`config.mk`:
```
export PLATFORM = sky130hd
export DESIGN_NAME = calendar_date_add_days
export DESIGN_NICKNAME = d
export VERILOG_FILES = /design/src/cdad_pkg.sv /design/src/cdad_mod400.sv /design/src/calendar_date_add_days.sv
export VERILOG_INCLUDE_DIRS = /design/src /design/src/src
export SDC_FILE = /design/constraint.sdc
export NUM_CORES = 1
export LEC_CHECK = 0
export ABC_CLOCK_PERIOD_IN_PS = 19100
export BUFFER_PORTS_ARGS = -buffer_cell sky130_fd_sc_hd__buf_2
export CELL_PAD_IN_SITES_DETAIL_PLACEMENT = 1
export CELL_PAD_IN_SITES_GLOBAL_PLACEMENT = 1
export CORE_ASPECT_RATIO = 1.25
export CORE_MARGIN = 8
export CORE_UTILIZATION = 50
export CTS_CLUSTER_SIZE = 24
export DETAILED_ROUTE_END_ITERATION = 12
export PLACE_DENSITY_LB_ADDON = 0.1
export SLEW_MARGIN = 20
export SYNTH_ARGS = -nofsm -noshare
export SYNTH_HDL_FRONTEND = slang
export SYNTH_SLANG_ARGS = --single-unit
export TNS_END_PERCENT = 1
```
`constraint.sdc`:
```
create_clock -name clock -period 19.1 [get_ports clock]
set_input_delay 1.91 -clock clock [delete_from_list [all_inputs] [get_ports clock]]
set_output_delay 1.91 -clock clock [all_outputs]
set_load 0.005 [all_outputs]
```
`src/calendar_date_add_days_assert.svh`:
```
// assertion macros for the calendar date adder
`ifndef CALENDAR_DATE_ADD_DAYS_ASSERT_SVH
`define CALENDAR_DATE_ADD_DAYS_ASSERT_SVH
`ifndef NO_ASSERTIONS
// same-cycle implication
`define CDAD_ASSERT_NOW(label, clk, rst, ante, cons) \
   label: assert property (@(posedge clk) disable iff (rst) (ante) |-> (cons)) \
      else $error("cdad assertion failed");
// next-cycle implication
`define CDAD_ASSERT_NEXT(label, clk, rst, ante, cons) \
   label: assert property (@(posedge clk) disable iff (rst) (ante) |=> (cons)) \
      else $error("cdad assertion failed");
`else
`define CDAD_ASSERT_NOW(label, clk, rst, ante, cons)
`define CDAD_ASSERT_NEXT(label, clk, rst, ante, cons)
`endif
`endif

```
`src/cdad_pkg.sv`:
```
// shared types and constants for the calendar date adder
package cdad_pkg;

   localparam int YEAR_BITS_DEF  = 16;
   localparam int COUNT_BITS_DEF = 16;

   // year residue modulo the 400-year gregorian cycle
   localparam int RES_W = 9;
   localparam logic [RES_W-1:0] YEAR_CYCLE_M1 = 9'd399;

   // month numbers
   localparam logic [3:0] MONTH_JAN = 4'd1;
   localparam logic [3:0] MONTH_FEB = 4'd2;
   localparam logic [3:0] MONTH_MAR = 4'd3;
   localparam logic [3:0] MONTH_APR = 4'd4;
   localparam logic [3:0] MONTH_JUN = 4'd6;
   localparam logic [3:0] MONTH_SEP = 4'd9;
   localparam logic [3:0] MONTH_NOV = 4'd11;
   localparam logic [3:0] MONTH_DEC = 4'd12;

   typedef struct packed {
      logic [4:0]  day_in;
      logic [3:0]  month_in;
      logic [15:0] year_in;
      logic [15:0] days_to_add;
   } req_type;

   typedef struct packed {
      logic [4:0]  day_out;
      logic [3:0]  month_out;
      logic [15:0] year_out;
      logic [2:0]  weekday;
      logic        date_valid;
   } rsp_type;

   // status of the modulo-400 unit
   typedef struct packed {
      logic             done;
      logic [RES_W-1:0] rem;
   } mod_stat_type;

   typedef enum logic [2:0] {
      ST_IDLE,
      ST_DIV,
      ST_CHECK,
      ST_STEP,
      ST_FINISH
   } state_type;

endpackage

```
`src/cdad_mod400.sv`:
```
// remainder of a year value modulo 400 by reciprocal multiplication
module cdad_mod400 #(
   parameter int YEAR_BITS = cdad_pkg::YEAR_BITS_DEF
) (
   input  logic                   clock,
   input  logic                   reset,
   input  logic                   start,
   input  logic [YEAR_BITS-1:0]   value,
   output cdad_pkg::mod_stat_type stat
);

   // 400 is 16 * 25: the low four bits pass through, the upper bits are reduced modulo 25
   localparam int HI_W    = YEAR_BITS - 4;
   localparam int SHIFT   = HI_W + 5;
   localparam int MAGIC_W = HI_W + 1;
   localparam int PROD_W  = HI_W + MAGIC_W;
   localparam int QUOT_W  = PROD_W - SHIFT;
   localparam longint unsigned MAGIC = ((64'd1 << SHIFT) + 64'd24) / 64'd25;

   logic [HI_W-1:0]            hi_ff, hi_in;
   logic [3:0]                 lo_ff, lo_in;
   logic [PROD_W-1:0]          prod_ff, prod_in;
   logic [cdad_pkg::RES_W-1:0] rem_ff, rem_in;
   logic                       load_ff, mul_ff, done_ff;
   logic [QUOT_W-1:0]          quot;
   logic [HI_W-1:0]            rem25;

   // operand capture
   assign hi_in = start ? value[YEAR_BITS-1:4] : hi_ff;
   assign lo_in = start ? value[3:0] : lo_ff;

   // quotient by 25 from the scaled reciprocal
   assign prod_in = PROD_W'(hi_ff) * PROD_W'(MAGIC_W'(MAGIC));
   assign quot    = prod_ff[PROD_W-1:SHIFT];

   // remainder by 25, then the low bits appended
   assign rem25  = hi_ff - HI_W'(quot) * HI_W'(25);
   assign rem_in = {rem25[4:0], lo_ff};

   // control
   always_ff @(posedge clock) begin
      if (reset) begin
         load_ff <= 1'b0;
         mul_ff  <= 1'b0;
         done_ff <= 1'b0;
      end else begin
         load_ff <= start;
         mul_ff  <= load_ff;
         done_ff <= mul_ff;
      end
   end

   // datapath
   always_ff @(posedge clock) begin
      hi_ff   <= hi_in;
      lo_ff   <= lo_in;
      prod_ff <= prod_in;
      rem_ff  <= rem_in;
   end

   assign stat.done = done_ff;
   assign stat.rem  = rem_ff;

endmodule

```
`src/calendar_date_add_days.sv`:
```
// Gregorian date adder with Zeller weekday. One item is handled at a time. After the input
// transfer the year is reduced modulo 400 in a reciprocal-multiply unit, a check state
// validates the date and forms the weekday, the stepper then advances one month per
// cycle until the remaining count fits in the current month, and a finish state moves the
// result into the output register. The input stalls until the result appears there. An
// invalid date skips the stepping. The result sits in an output register, so the next
// item is taken while it waits; a result still held there delays the next one in its
// final cycle.
`include "calendar_date_add_days_assert.svh"

module calendar_date_add_days #(
   parameter int YEAR_BITS  = cdad_pkg::YEAR_BITS_DEF,
   parameter int COUNT_BITS = cdad_pkg::COUNT_BITS_DEF
) (
   input  logic              clock,
   input  logic              reset,
   input  logic              req_valid,
   output logic              req_stall,
   input  cdad_pkg::req_type req_data,
   output logic              rsp_valid,
   input  logic              rsp_stall,
   output cdad_pkg::rsp_type rsp_data
);

   // leap year from the residue modulo 400
   function automatic logic leap_res(input logic [cdad_pkg::RES_W-1:0] r);
      return (r[1:0] == 2'b00) && (r != 9'd100) && (r != 9'd200) && (r != 9'd300);
   endfunction

   function automatic logic [4:0] month_days(input logic [3:0] m, input logic leap);
      logic [4:0] d;
      case (m)
         cdad_pkg::MONTH_FEB: d = leap ? 5'd29 : 5'd28;
         cdad_pkg::MONTH_APR: d = 5'd30;
         cdad_pkg::MONTH_JUN: d = 5'd30;
         cdad_pkg::MONTH_SEP: d = 5'd30;
         cdad_pkg::MONTH_NOV: d = 5'd30;
         default:             d = 5'd31;
      endcase
      return d;
   endfunction

   // 13 * (m + 1) / 5 with january and february as months 13 and 14
   function automatic logic [5:0] zeller_term(input logic [3:0] m);
      logic [5:0] t;
      case (m)
         4'd1:    t = 6'd36;
         4'd2:    t = 6'd39;
         4'd3:    t = 6'd10;
         4'd4:    t = 6'd13;
         4'd5:    t = 6'd15;
         4'd6:    t = 6'd18;
         4'd7:    t = 6'd20;
         4'd8:    t = 6'd23;
         4'd9:    t = 6'd26;
         4'd10:   t = 6'd28;
         4'd11:   t = 6'd31;
         4'd12:   t = 6'd33;
         default: t = 6'd0;
      endcase
      return t;
   endfunction

   // modulo 7 by folding octal digits, since 8 is 1 modulo 7
   function automatic logic [2:0] mod7(input logic [9:0] x);
      logic [4:0] s;
      logic [3:0] f;
      s = 5'(x[2:0]) + 5'(x[5:3]) + 5'(x[8:6]) + 5'(x[9]);
      f = 4'(s[2:0]) + 4'(s[4:3]);
      return (f >= 4'd7) ? 3'(f - 4'd7) : 3'(f);
   endfunction

   cdad_pkg::state_type        state_ff, state_in;
   logic [4:0]                 day_ff, day_in;
   logic [3:0]                 month_ff, month_in;
   logic [YEAR_BITS-1:0]       year_ff, year_in;
   logic [COUNT_BITS-1:0]      left_ff, left_in;
   logic [cdad_pkg::RES_W-1:0] res_ff, res_in;
   logic                       valid_ff, valid_in;
   logic [2:0]                 wday_ff, wday_in;
   logic                       rsp_valid_ff, rsp_valid_in;
   cdad_pkg::rsp_type          rsp_data_ff, rsp_data_in;

   logic                       req_accept;
   logic                       rsp_free;
   logic                       mod_start;
   logic [YEAR_BITS-1:0]       mod_value;
   cdad_pkg::mod_stat_type     mod_stat;
   logic [cdad_pkg::RES_W-1:0] res_next;
   logic [cdad_pkg::RES_W-1:0] yres;
   logic [4:0]                 dim_chk;
   logic                       valid_chk;
   logic [1:0]                 q100;
   logic [9:0]                 wsum;
   logic [4:0]                 dim;
   logic [4:0]                 to_end;
   logic [YEAR_BITS-1:0]       year_next;

   assign req_stall  = (state_ff != cdad_pkg::ST_IDLE);
   assign req_accept = req_valid && !req_stall;
   assign rsp_free   = !rsp_valid_ff || !rsp_stall;

   // zeller year: one less for january and february
   assign mod_value = YEAR_BITS'(req_data.year_in)
                    - ((req_data.month_in < cdad_pkg::MONTH_MAR) ? YEAR_BITS'(1)
                                                                 : YEAR_BITS'(0));

   cdad_mod400 #(
      .YEAR_BITS (YEAR_BITS)
   ) u_mod400 (
      .clock (clock),
      .reset (reset),
      .start (mod_start),
      .value (mod_value),
      .stat  (mod_stat)
   );

   // residue of the next year in the 400-year cycle
   assign res_next = (res_ff == cdad_pkg::YEAR_CYCLE_M1) ? '0
                                                       : res_ff + cdad_pkg::RES_W'(1);

   // validation and weekday, from the zeller year residue
   assign yres      = (month_ff < cdad_pkg::MONTH_MAR) ? res_next : res_ff;
   assign dim_chk   = month_days(month_ff, leap_res(yres));
   assign valid_chk = (year_ff != '0) && (month_ff >= cdad_pkg::MONTH_JAN)
                   && (month_ff <= cdad_pkg::MONTH_DEC) && (day_ff != '0)
                   && (day_ff <= dim_chk);
   assign q100 = (res_ff >= 9'd300) ? 2'd3 :
                 (res_ff >= 9'd200) ? 2'd2 :
                 (res_ff >= 9'd100) ? 2'd1 : 2'd0;
   // the 400-year quotient drops out since 497 is a multiple of 7
   assign wsum = 10'(res_ff) + 10'(res_ff[cdad_pkg::RES_W-1:2]) + 10'(day_ff)
               + 10'(zeller_term(month_ff)) - 10'(q100);

   // month stepper
   assign dim       = month_days(month_ff, leap_res(res_ff));
   assign to_end    = dim - day_ff;
   assign year_next = year_ff + YEAR_BITS'(1);

   // sequencer
   always_comb begin
      state_in     = state_ff;
      day_in       = day_ff;
      month_in     = month_ff;
      year_in      = year_ff;
      left_in      = left_ff;
      res_in       = res_ff;
      valid_in     = valid_ff;
      wday_in      = wday_ff;
      rsp_valid_in = rsp_valid_ff && rsp_stall;
      rsp_data_in  = rsp_data_ff;
      mod_start    = 1'b0;
      case (state_ff)
         cdad_pkg::ST_IDLE: begin
            if (req_accept) begin
               day_in    = req_data.day_in;
               month_in  = req_data.month_in;
               year_in   = YEAR_BITS'(req_data.year_in);
               left_in   = COUNT_BITS'(req_data.days_to_add);
               mod_start = 1'b1;
               state_in  = cdad_pkg::ST_DIV;
            end
         end
         cdad_pkg::ST_DIV: begin
            if (mod_stat.done) begin
               res_in   = mod_stat.rem;
               state_in = cdad_pkg::ST_CHECK;
            end
         end
         cdad_pkg::ST_CHECK: begin
            valid_in = valid_chk;
            wday_in  = valid_chk ? mod7(wsum) : 3'd0;
            res_in   = yres;
            state_in = valid_chk ? cdad_pkg::ST_STEP : cdad_pkg::ST_FINISH;
         end
         cdad_pkg::ST_STEP: begin
            if (left_ff <= COUNT_BITS'(to_end)) begin
               day_in   = day_ff + left_ff[4:0];
               left_in  = '0;
               state_in = cdad_pkg::ST_FINISH;
            end else begin
               left_in = left_ff - COUNT_BITS'(to_end) - COUNT_BITS'(1);
               day_in  = 5'd1;
               if (month_ff == cdad_pkg::MONTH_DEC) begin
                  month_in = cdad_pkg::MONTH_JAN;
                  year_in  = year_next;
                  res_in   = (year_next == '0) ? '0 : res_next;
               end else begin
                  month_in = month_ff + 4'd1;
               end
            end
         end
         cdad_pkg::ST_FINISH: begin
            if (rsp_free) begin
               rsp_data_in.day_out    = day_ff;
               rsp_data_in.month_out  = month_ff;
               rsp_data_in.year_out   = 16'(year_ff);
               rsp_data_in.weekday    = wday_ff;
               rsp_data_in.date_valid = valid_ff;
               rsp_valid_in           = 1'b1;
               state_in               = cdad_pkg::ST_IDLE;
            end
         end
         default: begin
            state_in = cdad_pkg::ST_IDLE;
         end
      endcase
   end

   // control
   always_ff @(posedge clock) begin
      if (reset) begin
         state_ff     <= cdad_pkg::ST_IDLE;
         rsp_valid_ff <= 1'b0;
      end else begin
         state_ff     <= state_in;
         rsp_valid_ff <= rsp_valid_in;
      end
   end

   // datapath
   always_ff @(posedge clock) begin
      day_ff      <= day_in;
      month_ff    <= month_in;
      year_ff     <= year_in;
      left_ff     <= left_in;
      res_ff      <= res_in;
      valid_ff    <= valid_in;
      wday_ff     <= wday_in;
      rsp_data_ff <= rsp_data_in;
   end

   assign rsp_valid = rsp_valid_ff;
   assign rsp_data  = rsp_data_ff;

   // checks
   `CDAD_ASSERT_NEXT(a_accept_starts_div, clock, reset, req_accept, state_ff == cdad_pkg::ST_DIV)
   `CDAD_ASSERT_NOW(a_done_in_div, clock, reset, mod_stat.done, state_ff == cdad_pkg::ST_DIV)
   `CDAD_ASSERT_NOW(a_step_date_ok, clock, reset, state_ff == cdad_pkg::ST_STEP,
      (day_ff != 5'd0) && (month_ff >= cdad_pkg::MONTH_JAN) && (month_ff <= cdad_pkg::MONTH_DEC))
   `CDAD_ASSERT_NOW(a_invalid_no_wday, clock, reset, rsp_valid_ff && !rsp_data_ff.date_valid,
      rsp_data_ff.weekday == 3'd0)

endmodule
```
-- Word-level counts from Yosys, hierarchy flattened
Memory sizes are Yosys's and may differ from the RTL's. A register that Yosys moved wholly into a read port is not among the register bits.
Cells that the tools add are included.
- bits in registers: 140
- bits in read-only memories: 96
- input bits: 45
- output and inout bits: 31
- memories: 1
- $add $sub $neg: 18
- multipliers: 2
- $lt $le $gt $ge: 10
- equality and inequality tests: 23
- muxes and demuxes: 41
- reductions and logical operators: 32
- memories (name ; depth ; bits a word ; read ports ; clocked after Yosys merged registers in ; write ports ; RTL line ; RTL):
    (name not given) ; 16 ; 6 ; 1 ; 1 ; 0 ; calendar_date_add_days.sv:46 ; case (m)
- operators with widths (operator ; count):
    16-bit 2-to-1 mux ; 5
    16-bit case mux with 2 select lines ; 2
    9-bit 2-to-1 mux ; 6
    9-bit case mux with 3 select lines ; 1
    12-bit by 13-bit multiplier with 25-bit output (second input constant) ; 1
    3-bit 2-to-1 mux ; 6
    9-bit by 7-bit inequality test with 1-bit output (second input constant) ; 2
    9-bit by 8-bit inequality test with 1-bit output (second input constant) ; 2
    9-bit inequality test (second input constant) ; 2
    16-bit by 1-bit adder with 16-bit output (second input constant) ; 1
    16-bit by 5-bit less-or-equal comparator with 1-bit output ; 1
    16-bit zero test ; 1
    4-bit 2-to-1 mux ; 4
    16-bit nonzero test ; 1
    16-bit by 1-bit subtractor with 16-bit output ; 1
    16-bit by 1-bit subtractor with 16-bit output (second input constant) ; 1
    16-bit by 5-bit subtractor with 16-bit output ; 1
    3-bit case mux with 5 select lines ; 1
    4-bit equality test (second input constant) ; 3
    1-bit logical AND ; 12
    4-bit AND reduction ; 3
    10-bit by 5-bit adder with 10-bit output ; 1
    10-bit by 6-bit adder with 10-bit output ; 1
    9-bit by 7-bit adder with 10-bit output ; 1
    other kinds (43) ; 66

-- Depth between registers and ports, before layout
- depth in word-level cells: 13
- depth in mapped cells: 37
- mapped depth without buffers: 37

-- Cells and area by module
From an unflattened synthesis, not the netlist that was laid out.
- cell total of the unflattened synthesis: 1127
- area, all modules: 11194.5 um2
- by module, submodules not included (module ; times used ; cells each ; area an instance (um2) ; seq. area each (um2)):
    calendar_date_add_days ; 1 ; 793 ; 7544.7 ; 2692.6
    cdad_mod400 ; 1 ; 334 ; 3649.8 ; 820.8

-- Worst setup path before layout
Ideal clock, no wire load.
- kind: reg2reg
- from: register res_ff[6] in the netlist's numbering
- to: register wday_ff[1] (data pin)
- setup time: 261 ps
- arrival time: 7028 ps
- required time: 18839 ps
- path slack: 11811 ps
- cell stages (with the launch flop): 34
- buffers on the path: 1
- clock period less this slack: 7289 ps
- cells stage by stage: edfxtp_1 clkbuf_1 or2_2 or3_1 nand3b_1 nand4b_1 fa_1 inv_1 fa_1 fa_1 ha_1 fa_1 a21oi_1 nor2_1 nor2_1 o21bai_1 a21oi_1 o21ai_0 xnor2_1 fa_1 inv_1 ha_1 fa_1 a21o_1 and2_1 inv_1 fa_1 inv_1 ha_1 nand2b_1 o21ai_0 nor2_1 a21oi_1 nor2_1
- cells in the longest elaborated chain, start to end: 11
- elaborated cells on any way between the ends: 32
- those cells by class: add/sub: 10; order compare: 5; eq/ne: 4; mux: 8; reduce/logical: 5
- ends and longest elaborated chain (element ; RTL line ; RTL):
    start: declaration ; calendar_date_add_days.sv:78 ; logic [cdad_pkg::RES_W-1:0] res_ff, res_in;
    start signal: assignment ; calendar_date_add_days.sv:227 ; res_ff <= res_in;
    branches (longest 11 deep; another with 9-bit by 7-bit adder with 10-bit output) ; -- ;
    end signal: assignment ; calendar_date_add_days.sv:229 ; wday_ff <= wday_in;
    end: declaration ; calendar_date_add_days.sv:80 ; logic [2:0] wday_ff, wday_in;
Several ways; the timed one is not identified.
A chain may end at the register's enable or synchronous reset.

-- Worst setup path in the final report
- from: register res_ff[5] in the netlist's numbering
- to: register wday_ff[1] (data pin)
Same word-level chain as after synthesis.

==> results.json <==
{
  "slew_headroom_pct": 37.3,
  "cts.path.max_buffers": 2,
  "post-cts-setup-buffer-count": 0,
  "drt_first_iter_violations": 415,
  "cts_resized": 0,
  "syn_inst": 1062,
  "io_pins": 76,
  "htreeDepth": 4,
  "routedWlPerCell_um": 18.7,
  "yosys.area.top_type": "edfxtp_1",
  "fmax_mhz": 124,
  "rsz0062_at_grt": "false",
  "yosysMostFrequentCell": "inv_1",
  "power_leakage_nw": 5.27,
  "portBuffers": 75,
  "cts_buffers": 17,
  "drc": 0,
  "nets": 1384,
  "synth_top_area_share_pct": 27.9,
  "start_util_pct": 51.1,
  "antenna_found_initial": 0,
  "power_per_cell_area_mw_per_mm2": 200,
  "cpPeakStageDelay_ps": 640,
  "hp-class": "flip-flop to flip-flop",
  "async_flop_share_pct": 0,
  "grt_max_degree": 60,
  "area_delta_synth_final_pct": 11.5,
  "syn_avg_cell_area_sq_um": 10.0,
  "viasPerCell": 5.59,
  "slew_viol_final": 0,
  "diodes": 0,
  "grt_pass1_wl_um": 44600,
  "drv_cap": 0,
  "ys_types": 66,
  "crit_path_start_kind": "flip-flop",
  "hpwlAfterDp_um": 20800,
  "dieArea_sq_mm": 0.0262,
  "yosysSeqAreaShare_pct": 33.0,
  "hold_viol_final": 0,
  "dr.pass1.iters": 5,
  "cts-root-buf": "clkbuf_16",
  "path_clk_slew_ps": 60,
  "worstMarginPinSlew_ps": 939,
  "final_antenna_net_count": 0,
  "use_met1_pct": 24.4,
  "busiest_layer": "met2",
  "synth-edff-count": 99,
  "synthTopCellsByCount": "148 x inv_1, 140 x ha_1, 99 x edfxtp_1",
  "rows": 59,
  "core_sq_mm": 0.0208,
  "cp.required_ps": 19260,
  "critPathSlowestCell": "edfxtp_1",
  "met2_usage_pct": 39.7,
  "synth_fp_nets": 1313,
  "syn_area_sq_mm": 0.0106,
  "drive_above_1_share_pct": 11.2,
  "die_w_um": 146,
  "fin_cells": 1420,
  "clock_sinks": 126,
  "fin_crit_ps": 8050,
  "grt_usage_pct": 21.2,
  "num_vias": 7937,
  "setup_viol": 0,
  "die_height_um": 179,
  "grt_overflow": 0,
  "fin_crit_sh_pct": 42.1,
  "crit_type": "flip-flop to flip-flop",
  "fin_skew_ps": 9.38,
  "ys_warn_count": 0,
  "status": "finished clean",
  "crit_path_end_kind": "flip-flop",
  "clock_latency_ps": 420,
  "synth.area.top_cells": "edfxtp_1 28%, ha_1 16%, fa_1 12%",
  "crit_fanout": 15,
  "holdWs_ps": 343,
  "cts_tree": "built",
  "grt_use_met3_pct": 3.31,
  "cts_hold_buf": 0,
  "fin_tns_setup_ps": 0,
  "synth_seq_cells": 126,
  "wl_um": 26500,
  "grt_pass1_vias": 8921,
  "placed_cells": 1388,
  "cp.arrival_ps": 8200,
  "ir_drop_mv": 0.549,
  "gp_congestion": 0.822,
  "crit_top_cell": "fa_1",
  "synth_ff_type": "edfxtp_1"
}
==> routing by layer <==
layer  up-vias  share of wire, %
met5         -                 0
li1       3829                 -
met1      3943                42
met2       124                53
met4         0               1.9
met3        41               3.0
==> kinds of logic after synthesis <==
| logic type | Yosys count | share of synthesized area, % |
|---|---|---|
| DFF | 126 | 33.0 |
| AOI/OAI and AO/OA | 185 | 11.0 |
| xor gates and xnor gates | 82 | 6.75 |
| buffers and inverters | 177 | 6.39 |
| adders and majority gates | 206 | 28.9 |
| muxes | 15 | 1.48 |
| and+or+nand+nor | 271 | 12.5 |
==> where the power goes <==
part	total, mW	switching [mW]	internal (mW)
logic	1.63	0.904	0.729
registers	0.422	0.0346	0.388
clock network	0.318	0.126	0.192
==> flip-flops by register name, summed over array words and instances (netlist names), 4 cells and up, named ones only <==
signal / flops
u_mod400.prod_ff: 5
year_ff: 16
rsp_data: 29
u_mod400.rem_ff: 9
month_ff: 4
left_ff: 16
u_mod400.lo_ff: 4
res_ff: 9
u_mod400.hi_ff: 12
day_ff: 5
==> path summary, 6_finish.rpt <==
kind | startpoint | endpoint | slack (ps) | cells after the start
setup / recovery | res_ff[5] | wday_ff[1] | 11060 | 34
hold / removal | u_mod400.lo_ff[0] | u_mod400.rem_ff[0] | 340 | 0
setup reg to reg | res_ff[5] | wday_ff[1] | 11060 | 34
hold reg to reg | u_mod400.lo_ff[0] | u_mod400.rem_ff[0] | 340 | 0
==> area by class of cell <==
type                    count  area [sq um]
well taps                 274           343
repair buffers             81           420
clock buffers              18           429
multi-input cells         759          6460
fillers                  2397          8950
inverters                 148           556
clock inverters            14           145
flip-flops and latches    126          3510
==> worst max-delay path: cells and delay by family (launching register included) <==
family          cells  cell delay, ps
fa+ha+maj          10            3720
simple gates       11            1500
compound gates      7            1270
flops               1             640
buf+inv             5             500
xor+xnor            1             150
==> stage by stage <==
| step | util [%] | setup slack, ps | area, sq um | total power, mW |
|---|---|---|---|---|
| after floorplan | - | 11810 | 10600 | 1.69 |
| after global placement | 54.2 | 11320 | 11300 | 1.96 |
| after detailed placement | 54.2 | 11110 | 11300 | 2.08 |
| after CTS | 57.0 | 11060 | 11900 | 2.42 |
| after global routing | 57.0 | 10390 | 11900 | 2.67 |
| final | 57.0 | 11060 | 11900 | 2.37 |
==> cell usage in the layout, fill, tap and decap left out, types with 8 or more instances in the layout <==
| cell type | instances |
|---|---|
| a21o_1 | 9 |
| a21oi_1 | 37 |
| a31oi_1 | 15 |
| buf_2 | 75 |
| clkbuf_16 | 17 |
| dfxtp_1 | 27 |
| edfxtp_1 | 99 |
| fa_1 | 66 |
| ha_1 | 140 |
| inv_1 | 148 |
| mux2i_1 | 11 |
| nand2_1 | 95 |
| nand3_1 | 20 |
| nand4_1 | 11 |
| nor2_1 | 55 |
| nor2b_1 | 10 |
| nor3_1 | 18 |
| nor4_1 | 11 |
| o21ai_0 | 62 |
| o31ai_1 | 8 |
| xnor2_1 | 54 |
| xor2_1 | 28 |
No activity file was read; power rests on OpenSTA's default activity.
